$ cat src/design/assert_macros.svh
// assertion macros for the disk seek scheduler
// no dependencies; included by the files that carry assertions
`ifndef ASSERT_MACROS_SVH
`define ASSERT_MACROS_SVH

// same-cycle implication, held off during reset
`define DSS_ASSERT_IMPL(lbl, clk, rst_n, ante, cons) \
  lbl: assert property (@(posedge clk) disable iff (!rst_n) (ante) |-> (cons)) \
    else $error("same-cycle implication failed");

// next-cycle implication, held off during reset
`define DSS_ASSERT_NEXT(lbl, clk, rst_n, ante, cons) \
  lbl: assert property (@(posedge clk) disable iff (!rst_n) (ante) |=> (cons)) \
    else $error("next-cycle implication failed");

`endif

$ cat src/design/dss_pkg.sv
// shared types and constants of the disk seek scheduler
// no dependencies; used by dss_pick and disk_seek_scheduler
`default_nettype none

package dss_pkg;

  localparam int CYL_W     = 10;
  localparam int TOT_W     = 16;
  localparam int ALG_W     = 2;
  localparam int CFG_IDX_W = 2;

  localparam int MAX_REQUESTS_DEF = 8;

  // algorithm codes
  localparam logic [ALG_W-1:0] ALG_FCFS  = 2'd0;
  localparam logic [ALG_W-1:0] ALG_SCAN  = 2'd1;
  localparam logic [ALG_W-1:0] ALG_CSCAN = 2'd2;

  // register indexes
  localparam logic [CFG_IDX_W-1:0] REG_ALGORITHM  = 2'd0;
  localparam logic [CFG_IDX_W-1:0] REG_HEAD_START = 2'd1;
  localparam logic [CFG_IDX_W-1:0] REG_END_CYL    = 2'd2;

  // register reset values
  localparam logic [ALG_W-1:0] ALGORITHM_RST  = ALG_FCFS;
  localparam logic [CYL_W-1:0] HEAD_START_RST = 10'd55;
  localparam logic [CYL_W-1:0] END_CYL_RST    = 10'd200;

  // one candidate offered to the shared compare unit
  typedef struct packed {
    logic [CYL_W-1:0] value;
    logic [CYL_W-1:0] head;
    logic [CYL_W-1:0] best;
    logic             have_best;
    logic             below;
    logic             descend;
    logic             taken;
  } pick_req_t;

endpackage

`default_nettype wire

$ cat src/design/dss_pick.sv
// compare unit: decides whether a stored request beats the best candidate so far
// depends on dss_pkg
`default_nettype none

module dss_pick (
  input  dss_pkg::pick_req_t req_i,
  output logic               take_o
);

  logic eligible;
  logic better;

  // below the head for the low side, at or above it for the high side
  assign eligible = !req_i.taken &&
                    (req_i.below ? (req_i.value < req_i.head) : (req_i.value >= req_i.head));

  // strict compare keeps the earliest of equal values
  assign better = !req_i.have_best ||
                  (req_i.descend ? (req_i.value > req_i.best) : (req_i.value < req_i.best));

  assign take_o = eligible && better;

endmodule

`default_nettype wire

$ cat src/design/disk_seek_scheduler.sv
// Disk seek scheduler. Requests load one per cycle (start_i high, busy_o low); a request
// above the end cylinder is clamped to it, and one beyond MAX_REQUESTS is dropped. The
// request with last_request_i set starts the schedule and raises busy_o until the final move.
// FCFS moves stream one per cycle.
// SCAN and CSCAN pick each request move by a sweep of the request memory through one
// comparator, reading the memory through its single registered read port. The fixed moves
// to 0 and to the end cylinder need no sweep. Each move shows for one cycle with
// result_valid_o; the receiver cannot stall it.
// Depends on dss_pkg, dss_pick and assert_macros.svh.
`default_nettype none

module disk_seek_scheduler #(
  parameter int MAX_REQUESTS = dss_pkg::MAX_REQUESTS_DEF
) (
  input  logic                          clk_i,
  input  logic                          rst_ni,
  input  logic                          start_i,
  output logic                          busy_o,
  input  logic [dss_pkg::CYL_W-1:0]     request_cylinder_i,
  input  logic                          last_request_i,
  output logic                          result_valid_o,
  output logic [dss_pkg::CYL_W-1:0]     target_cylinder_o,
  output logic [dss_pkg::CYL_W-1:0]     seek_distance_o,
  output logic [dss_pkg::TOT_W-1:0]     total_seek_o,
  output logic                          last_move_o,
  input  logic                          cfg_valid_i,
  output logic                          cfg_ready_o,
  input  logic [dss_pkg::CFG_IDX_W-1:0] cfg_index_i,
  input  logic [dss_pkg::CYL_W-1:0]     cfg_data_i
);

  localparam int CNT_W = $clog2(MAX_REQUESTS + 1);
  localparam int IDX_W = (MAX_REQUESTS > 1) ? $clog2(MAX_REQUESTS) : 1;

  typedef enum logic {
    S_IDLE,
    S_RUN
  } state_e;

  typedef enum logic [2:0] {
    PH_FCFS,
    PH_BELOW_DESC,
    PH_ZERO,
    PH_UPPER_ASC,
    PH_END,
    PH_BELOW_ASC
  } phase_e;

  // configuration
  logic [dss_pkg::ALG_W-1:0] alg_q;
  logic [dss_pkg::CYL_W-1:0] head_q;
  logic [dss_pkg::CYL_W-1:0] disk_q;

  // control
  state_e                  state_q, state_d;
  phase_e                  phase_q, phase_d;
  logic [CNT_W-1:0]        count_q, count_d;
  logic [CNT_W-1:0]        cnt_q, cnt_d;
  logic [CNT_W-1:0]        k_q, k_d;
  logic                    have_q, have_d;
  logic [MAX_REQUESTS-1:0] done_q, done_d;
  logic                    rd_vld_q;
  logic                    valid_q;
  logic                    last_q;

  // payload
  logic [dss_pkg::CYL_W-1:0] mem_q [MAX_REQUESTS];
  logic [dss_pkg::CYL_W-1:0] rd_data_q;
  logic [IDX_W-1:0]          rd_idx_q;
  logic [dss_pkg::CYL_W-1:0] best_val_q, best_val_d;
  logic [IDX_W-1:0]          best_idx_q, best_idx_d;
  logic [dss_pkg::CYL_W-1:0] pos_q;
  logic [dss_pkg::CYL_W-1:0] tgt_q;
  logic [dss_pkg::CYL_W-1:0] dist_q;
  logic [dss_pkg::TOT_W-1:0] tot_q;

  logic                      accept;
  logic                      selecting;
  logic                      issue;
  logic                      sweep_done;
  logic                      take_raw;
  logic                      take;
  logic                      is_scan;
  logic                      emit;
  logic                      emit_last;
  logic                      finish;
  logic [dss_pkg::CYL_W-1:0] emit_tgt;
  logic [dss_pkg::CYL_W-1:0] req_clamped;
  logic [dss_pkg::CYL_W-1:0] move_dist;
  logic [dss_pkg::TOT_W:0]   tot_sum;
  dss_pkg::pick_req_t        pick_req;

  assign accept      = start_i && (state_q == S_IDLE);
  assign busy_o      = (state_q != S_IDLE);
  assign cfg_ready_o = 1'b1;
  assign is_scan     = (alg_q == dss_pkg::ALG_SCAN);
  assign req_clamped = (request_cylinder_i > disk_q) ? disk_q : request_cylinder_i;

  assign selecting  = (phase_q == PH_BELOW_DESC) || (phase_q == PH_UPPER_ASC) ||
                      (phase_q == PH_BELOW_ASC);
  assign issue      = (state_q == S_RUN) && ((phase_q == PH_FCFS) || selecting) &&
                      (cnt_q < count_q);
  assign sweep_done = (cnt_q == count_q) && !rd_vld_q;

  always_comb begin
    pick_req.value     = rd_data_q;
    pick_req.head      = head_q;
    pick_req.best      = best_val_q;
    pick_req.have_best = have_q;
    pick_req.below     = (phase_q != PH_UPPER_ASC);
    pick_req.descend   = (phase_q == PH_BELOW_DESC);
    pick_req.taken     = done_q[rd_idx_q];
  end

  dss_pick u_pick (
    .req_i  (pick_req),
    .take_o (take_raw)
  );

  assign take = rd_vld_q && selecting && (state_q == S_RUN) && take_raw;

  always_comb begin
    state_d    = state_q;
    phase_d    = phase_q;
    count_d    = count_q;
    cnt_d      = cnt_q;
    k_d        = k_q;
    have_d     = have_q;
    done_d     = done_q;
    best_val_d = best_val_q;
    best_idx_d = best_idx_q;
    emit       = 1'b0;
    emit_last  = 1'b0;
    emit_tgt   = '0;
    finish     = 1'b0;

    if (issue) begin
      cnt_d = cnt_q + CNT_W'(1);
    end
    if (take) begin
      have_d     = 1'b1;
      best_val_d = rd_data_q;
      best_idx_d = rd_idx_q;
    end

    case (state_q)
      S_IDLE: begin
        if (start_i) begin
          if (count_q < CNT_W'(MAX_REQUESTS)) begin
            count_d = count_q + CNT_W'(1);
          end
          if (last_request_i) begin
            state_d = S_RUN;
            cnt_d   = '0;
            k_d     = '0;
            have_d  = 1'b0;
            done_d  = '0;
            case (alg_q)
              dss_pkg::ALG_SCAN:  phase_d = PH_BELOW_DESC;
              dss_pkg::ALG_CSCAN: phase_d = PH_UPPER_ASC;
              default:            phase_d = PH_FCFS;
            endcase
          end
        end
      end
      S_RUN: begin
        case (phase_q)
          PH_FCFS: begin
            if (rd_vld_q) begin
              emit      = 1'b1;
              emit_tgt  = rd_data_q;
              emit_last = (CNT_W'(rd_idx_q) + CNT_W'(1) == count_q);
            end
          end
          PH_ZERO: begin
            emit      = 1'b1;
            emit_tgt  = '0;
            emit_last = (k_q == count_q);
            cnt_d     = '0;
            phase_d   = is_scan ? PH_UPPER_ASC : PH_BELOW_ASC;
          end
          PH_END: begin
            emit     = 1'b1;
            emit_tgt = disk_q;
            cnt_d    = '0;
            phase_d  = PH_ZERO;
          end
          default: begin
            if (sweep_done) begin
              cnt_d  = '0;
              have_d = 1'b0;
              if (have_q) begin
                emit     = 1'b1;
                emit_tgt = best_val_q;
                // the low descending side of scan and the high side of circular scan
                // are always followed by a fixed move
                emit_last = ((phase_q == PH_BELOW_ASC) ||
                             ((phase_q == PH_UPPER_ASC) && is_scan)) &&
                            (k_q + CNT_W'(1) == count_q);
                k_d                = k_q + CNT_W'(1);
                done_d[best_idx_q] = 1'b1;
              end else begin
                case (phase_q)
                  PH_BELOW_DESC: phase_d = PH_ZERO;
                  PH_UPPER_ASC: begin
                    if (is_scan) begin
                      finish = 1'b1;
                    end else begin
                      phase_d = PH_END;
                    end
                  end
                  default: finish = 1'b1;
                endcase
              end
            end
          end
        endcase
      end
      default: state_d = S_IDLE;
    endcase

    if ((emit && emit_last) || finish) begin
      state_d = S_IDLE;
      count_d = '0;
    end
  end

  // move arithmetic: distance and saturating running total
  assign move_dist = (emit_tgt >= pos_q) ? (emit_tgt - pos_q) : (pos_q - emit_tgt);
  assign tot_sum   = {1'b0, tot_q} + (dss_pkg::TOT_W + 1)'(move_dist);

  always_ff @(posedge clk_i or negedge rst_ni) begin
    if (!rst_ni) begin
      alg_q    <= dss_pkg::ALGORITHM_RST;
      head_q   <= dss_pkg::HEAD_START_RST;
      disk_q   <= dss_pkg::END_CYL_RST;
      state_q  <= S_IDLE;
      phase_q  <= PH_FCFS;
      count_q  <= '0;
      cnt_q    <= '0;
      k_q      <= '0;
      have_q   <= 1'b0;
      done_q   <= '0;
      rd_vld_q <= 1'b0;
      valid_q  <= 1'b0;
      last_q   <= 1'b0;
    end else begin
      if (cfg_valid_i) begin
        case (cfg_index_i)
          dss_pkg::REG_ALGORITHM:  alg_q  <= cfg_data_i[dss_pkg::ALG_W-1:0];
          dss_pkg::REG_HEAD_START: head_q <= cfg_data_i;
          dss_pkg::REG_END_CYL:    disk_q <= cfg_data_i;
          default: ;
        endcase
      end
      state_q  <= state_d;
      phase_q  <= phase_d;
      count_q  <= count_d;
      cnt_q    <= cnt_d;
      k_q      <= k_d;
      have_q   <= have_d;
      done_q   <= done_d;
      rd_vld_q <= issue;
      valid_q  <= emit;
      last_q   <= emit && emit_last;
    end
  end

  // request memory: one write port during loading, one registered read port
  always_ff @(posedge clk_i) begin
    if (accept && (count_q < CNT_W'(MAX_REQUESTS))) begin
      mem_q[count_q[IDX_W-1:0]] <= req_clamped;
    end
    if (issue) begin
      rd_data_q <= mem_q[cnt_q[IDX_W-1:0]];
      rd_idx_q  <= cnt_q[IDX_W-1:0];
    end
  end

  always_ff @(posedge clk_i) begin
    best_val_q <= best_val_d;
    best_idx_q <= best_idx_d;
    if (accept && last_request_i) begin
      pos_q <= head_q;
      tot_q <= '0;
    end else if (emit) begin
      pos_q  <= emit_tgt;
      tgt_q  <= emit_tgt;
      dist_q <= move_dist;
      tot_q  <= tot_sum[dss_pkg::TOT_W] ? '1 : tot_sum[dss_pkg::TOT_W-1:0];
    end
  end

  assign result_valid_o    = valid_q;
  assign target_cylinder_o = tgt_q;
  assign seek_distance_o   = dist_q;
  assign total_seek_o      = tot_q;
  assign last_move_o       = last_q;

`include "assert_macros.svh"

  `DSS_ASSERT_IMPL(a_more_moves_busy, clk_i, rst_ni,
                   result_valid_o && !last_move_o, busy_o)
  `DSS_ASSERT_IMPL(a_final_move_idle, clk_i, rst_ni,
                   result_valid_o && last_move_o, !busy_o)
  `DSS_ASSERT_IMPL(a_total_covers_move, clk_i, rst_ni,
                   result_valid_o, total_seek_o >= 16'(seek_distance_o))
  `DSS_ASSERT_NEXT(a_batch_end_starts, clk_i, rst_ni,
                   start_i && !busy_o && last_request_i, busy_o)

endmodule

`default_nettype wire
$ cat config.mk
export PLATFORM = sky130hd
export DESIGN_NAME = disk_seek_scheduler
export DESIGN_NICKNAME = d
export VERILOG_FILES = /design/src/design/dss_pkg.sv /design/src/design/dss_pick.sv /design/src/design/disk_seek_scheduler.sv
export VERILOG_INCLUDE_DIRS = /design/src /design/src/design
export SDC_FILE = /design/constraint.sdc
export NUM_CORES = 1
export LEC_CHECK = 0
export BUFFER_PORTS_ARGS = -buffer_cell sky130_fd_sc_hd__buf_2
export CORE_AREA = 4 4 132 134
export DETAILED_ROUTE_END_ITERATION = 12
export DIE_AREA = 0 0 136 138
export PLACE_DENSITY = 0.92
export SLEW_MARGIN = 20
export SYNTH_ARGS = -nofsm -noshare
export SYNTH_HDL_FRONTEND = slang
export SYNTH_HIERARCHICAL = 1
export SYNTH_SLANG_ARGS = --single-unit
$ cat constraint.sdc
create_clock -name clk_i -period 12.3 [get_ports clk_i]
set_clock_uncertainty 0.2 [all_clocks]
set_input_delay 0.615 -clock clk_i [delete_from_list [all_inputs] [get_ports clk_i]]
set_output_delay 0.615 -clock clk_i [all_outputs]
set_load 0.05 [all_outputs]
==> run summary <==
The fraction of layout instances using a drive strength above 1 came out at a little over a fifth. The initial antenna violation count is 0. Clock latency on the worst-skew pair, taken at its later pin, is around 0.50 ns. The number of clock buffers added by TritonCTS is 21. The synthesis-to-layout area growth is 11.4%. The fill cell total of the finished layout is 1058.

The number of enable-type register cells in the synthesized netlist is 136. Counting flops with an async set or reset pin after synthesis yields a share of 24.8%. The flow ran to the end, and the final reports show no timing, DRC or antenna violations. The clock sink total is roughly 200. STA classifies the critical path endpoint as a flop. The synthesis warning total came out at 6.

The CTS root buffer is clkbuf_16. The floorplan core area came out at 0.0163 mm^2. For the pin with the worst max-slew slack, the measured transition is around 1.1 ns.

The synthesized design contains about 200 register bits. The die is about 140 um tall. The congestion estimate from routability-driven global placement came to 0.929. The number of max-slew violations in the final report was 0. For the final routed database, the setup TNS stands at 0 ns. The top cell type by area accounts for 38.8% of the synthesized area.

The die covers 0.0188 mm^2. The total cell area at the placement stage came out at between 0.01 and 0.015 mm^2. After layout, the worst path uses a little over half of the clock period.

The half-perimeter wire length after detailed placement came out at roughly 17 mm. Of all nets on the critical path, the largest fanout is 15. The clock tree buffer depth came out at 3. The worst setup path is of the flop to flop kind.

The maximum number of pins on one net before global-route repair is 51. The number of endpoints with negative hold slack in the final report is 0. After clock tree synthesis, the repair step resized 0 gates. Across every metal layer, demand over resource in global routing totals 26.2%.

After synthesis, the most frequently instantiated cells are edfxtp_1, inv_1, ha_1. The average size of a mapped cell came out at between 10 and 15 um^2. Clock-pin slew was measured on the worst setup and hold paths at 0.06 ns. The area taken by multi-input logic gates came out at 0.00445 mm^2. The post-layout instance area came out at about 0.012 mm^2.

At the worst endpoint, the arrival time is 6.65 ns. The library cell with the largest summed area after synthesis is edfxtp_1. The data required time of the critical path is 12.50 ns. Headroom to the max-slew limit came out at 25.4%. Registers take approximately 0.0057 mm^2. Of the synthesized area, sequential elements account for 53.8%. The tightest hold path in the finished design has a slack of 0.0282 ns. The launch point of the worst reg-to-reg path is phase_q[0].

The quantity of I/O buffers inserted on ports came out at 65. Tracing the worst setup path back leads to its startpoint at phase_q[0]. The final routed wire length divided by cell count came out at 21.3 um. The number of global-route vias before repair is about 7400.

The count of pins on the block boundary is 67. The net count of the finished layout is 1021. The final setup violation count came out at 0. The synthesized netlist net count is 956.

The floorplan has 47 rows. The hold buffer count at CTS came out at 0. The count of nets left with antenna violations once routing finished came out at 0. The worst min-delay path category is input port to async pin.

In the synthesized netlist the dominant register cell turns out to be edfxtp_1. The maximum level of the CTS H-tree is 1. By area the synthesized netlist is led by edfxtp_1, dfrtp_1, ha_1, mux2_2, mux4_2. By instance count, the leading cell after synthesis is edfxtp_1. The minimum clock period came out at 6.45 ns. The number of maximum-capacitance constraint violations is 0. The buffer count from post-CTS setup fixing is 0.

Synthesis instantiated roughly 70 different standard cells from the library. The violation count after the first detailed-route iteration came out at 573. The maximum achievable frequency came out at 155 MHz. TritonCTS built the clock tree. The mapped cell area came out at 0.0105 mm^2.

The total number of vias came out at 7321. The antenna diode instance count came out at 0. Setup repair after global routing left no endpoint under its margin.

For this block, the routed nets add up to roughly 25 mm of wire. Dividing the detail-routed via count by the number of cells gives 6.33. The total overflow reported by the global router is 0.

The startpoint type of the worst setup path is a flop. The first TritonRoute pass finished after 5 iterations. Synthesis produced between 800 and 900 cells. In the routed design, unresolved DRC markers number 0. The starting density of the core came out at 64.7%. The die width came out at about 140 um.

The first global-routing pass estimated 38.9 mm of wire.
logic make-up (layout without fill, tap and decap cells):
kind of cell	after synthesis	in the layout	synth area share, %
XOR/XNOR	30	30	2.49
AO/OA/AOI/OAI	154	154	10.4
flip-flops	202	202	53.8
AND/OR/NAND/NOR	213	213	9.77
multiplexers	77	77	10.5
buffers and inverters	107	187	4.19
adder cells (fa/ha/maj)	73	73	8.86
other	1	1	0.0356
per-layer routing:
metal	GRT usage, %	part of all wire, %	wire length (um)	vias up
met5	0	0	0	-
met4	9.23	3.3	804	0
met3	4.29	7.8	1910	66
met2	45.0	50	12300	368
met1	33.7	39	9540	3586
li1	-	-	-	3301
stage by stage:
step | util (%) | instances | worst slack, ns
after detailed placement | 67.8 | 1119 | 5.72
after global placement | 67.8 | 1119 | 5.95
final | 72.0 | 1157 | 5.85
after global routing | 72.0 | 1157 | 5.37
after CTS | 71.9 | 1157 | 5.69
after floorplan | - | 857 | 6.98
worst paths after layout:
path | cells after the start | endpoint | slack, ns
max | 20 | total_seek_o[7] | 5.85
min | 2 | count_q[1] | 0.03
max reg2reg | 20 | total_seek_o[7] | 5.85
min reg2reg | 2 | done_q[6] | 0.30
max in group asynchronous | 2 | head_q[7] | 11.42
min in group clk_i | 2 | disk_q[4] | 0.16
worst max-delay path, stage by stage (launching register included):
cell      delay, ns
dfrtp_1        0.51
a21oi_1        0.80
nor2b_1        0.47
a221oi_1       0.37
nor2_1         0.13
inv_1          0.09
ha_1           0.14
inv_1          0.07
fa_1           0.39
nand3_1        0.11
a31oi_1        0.13
o41ai_4        0.70
mux2_2         0.42
xnor2_1        0.25
ha_1           0.34
a21oi_1        0.16
o21ai_0        0.10
a31oi_1        0.31
a21oi_1        0.19
nand2b_1       0.21
o221a_2        0.27
registers in the layout (all words and copies together), names as in the netlist, 10 cells and up:
| signal | flops |
|---|---|
| mem_q | 80 |
| pos_q | 10 |
| target_cylinder_o | 10 |
| rd_data_q | 10 |
| head_q | 10 |
| total_seek_o | 16 |
| seek_distance_o | 10 |
| disk_q | 10 |
| best_val_q | 10 |
cell usage in the layout (no fill, tap or decap), types with 7 or more instances in the layout:
cell type,n
nor2b_1,10
edfxtp_1,136
xnor2_1,17
o21ai_0,14
a21oi_1,52
ha_1,69
clkbuf_16,21
and3_1,10
clkbuf_1,7
nor3_1,11
dfxtp_1,16
nand2_1,51
dfstp_2,8
a21o_1,7
inv_1,76
nand2b_1,9
a31oi_1,10
mux2i_1,8
dfrtp_1,42
mux2_2,46
a221oi_1,10
nor2_1,63
nand4_1,11
buf_4,8
nand3_1,21
buf_2,65
xor2_1,13
mux4_2,22
layout make-up:
class                      count  area share (%)
inverter                      76            2.43
clock buffer                  28            4.70
timing repair buffer          73            3.28
tap                          220            2.35
multi-input combinational    548            37.9
clock inverter                10            1.07
sequential                   202            48.3
Power is not shown: default switching activity piles up to over one toggle a cycle in this logic, so the estimate is an artifact.
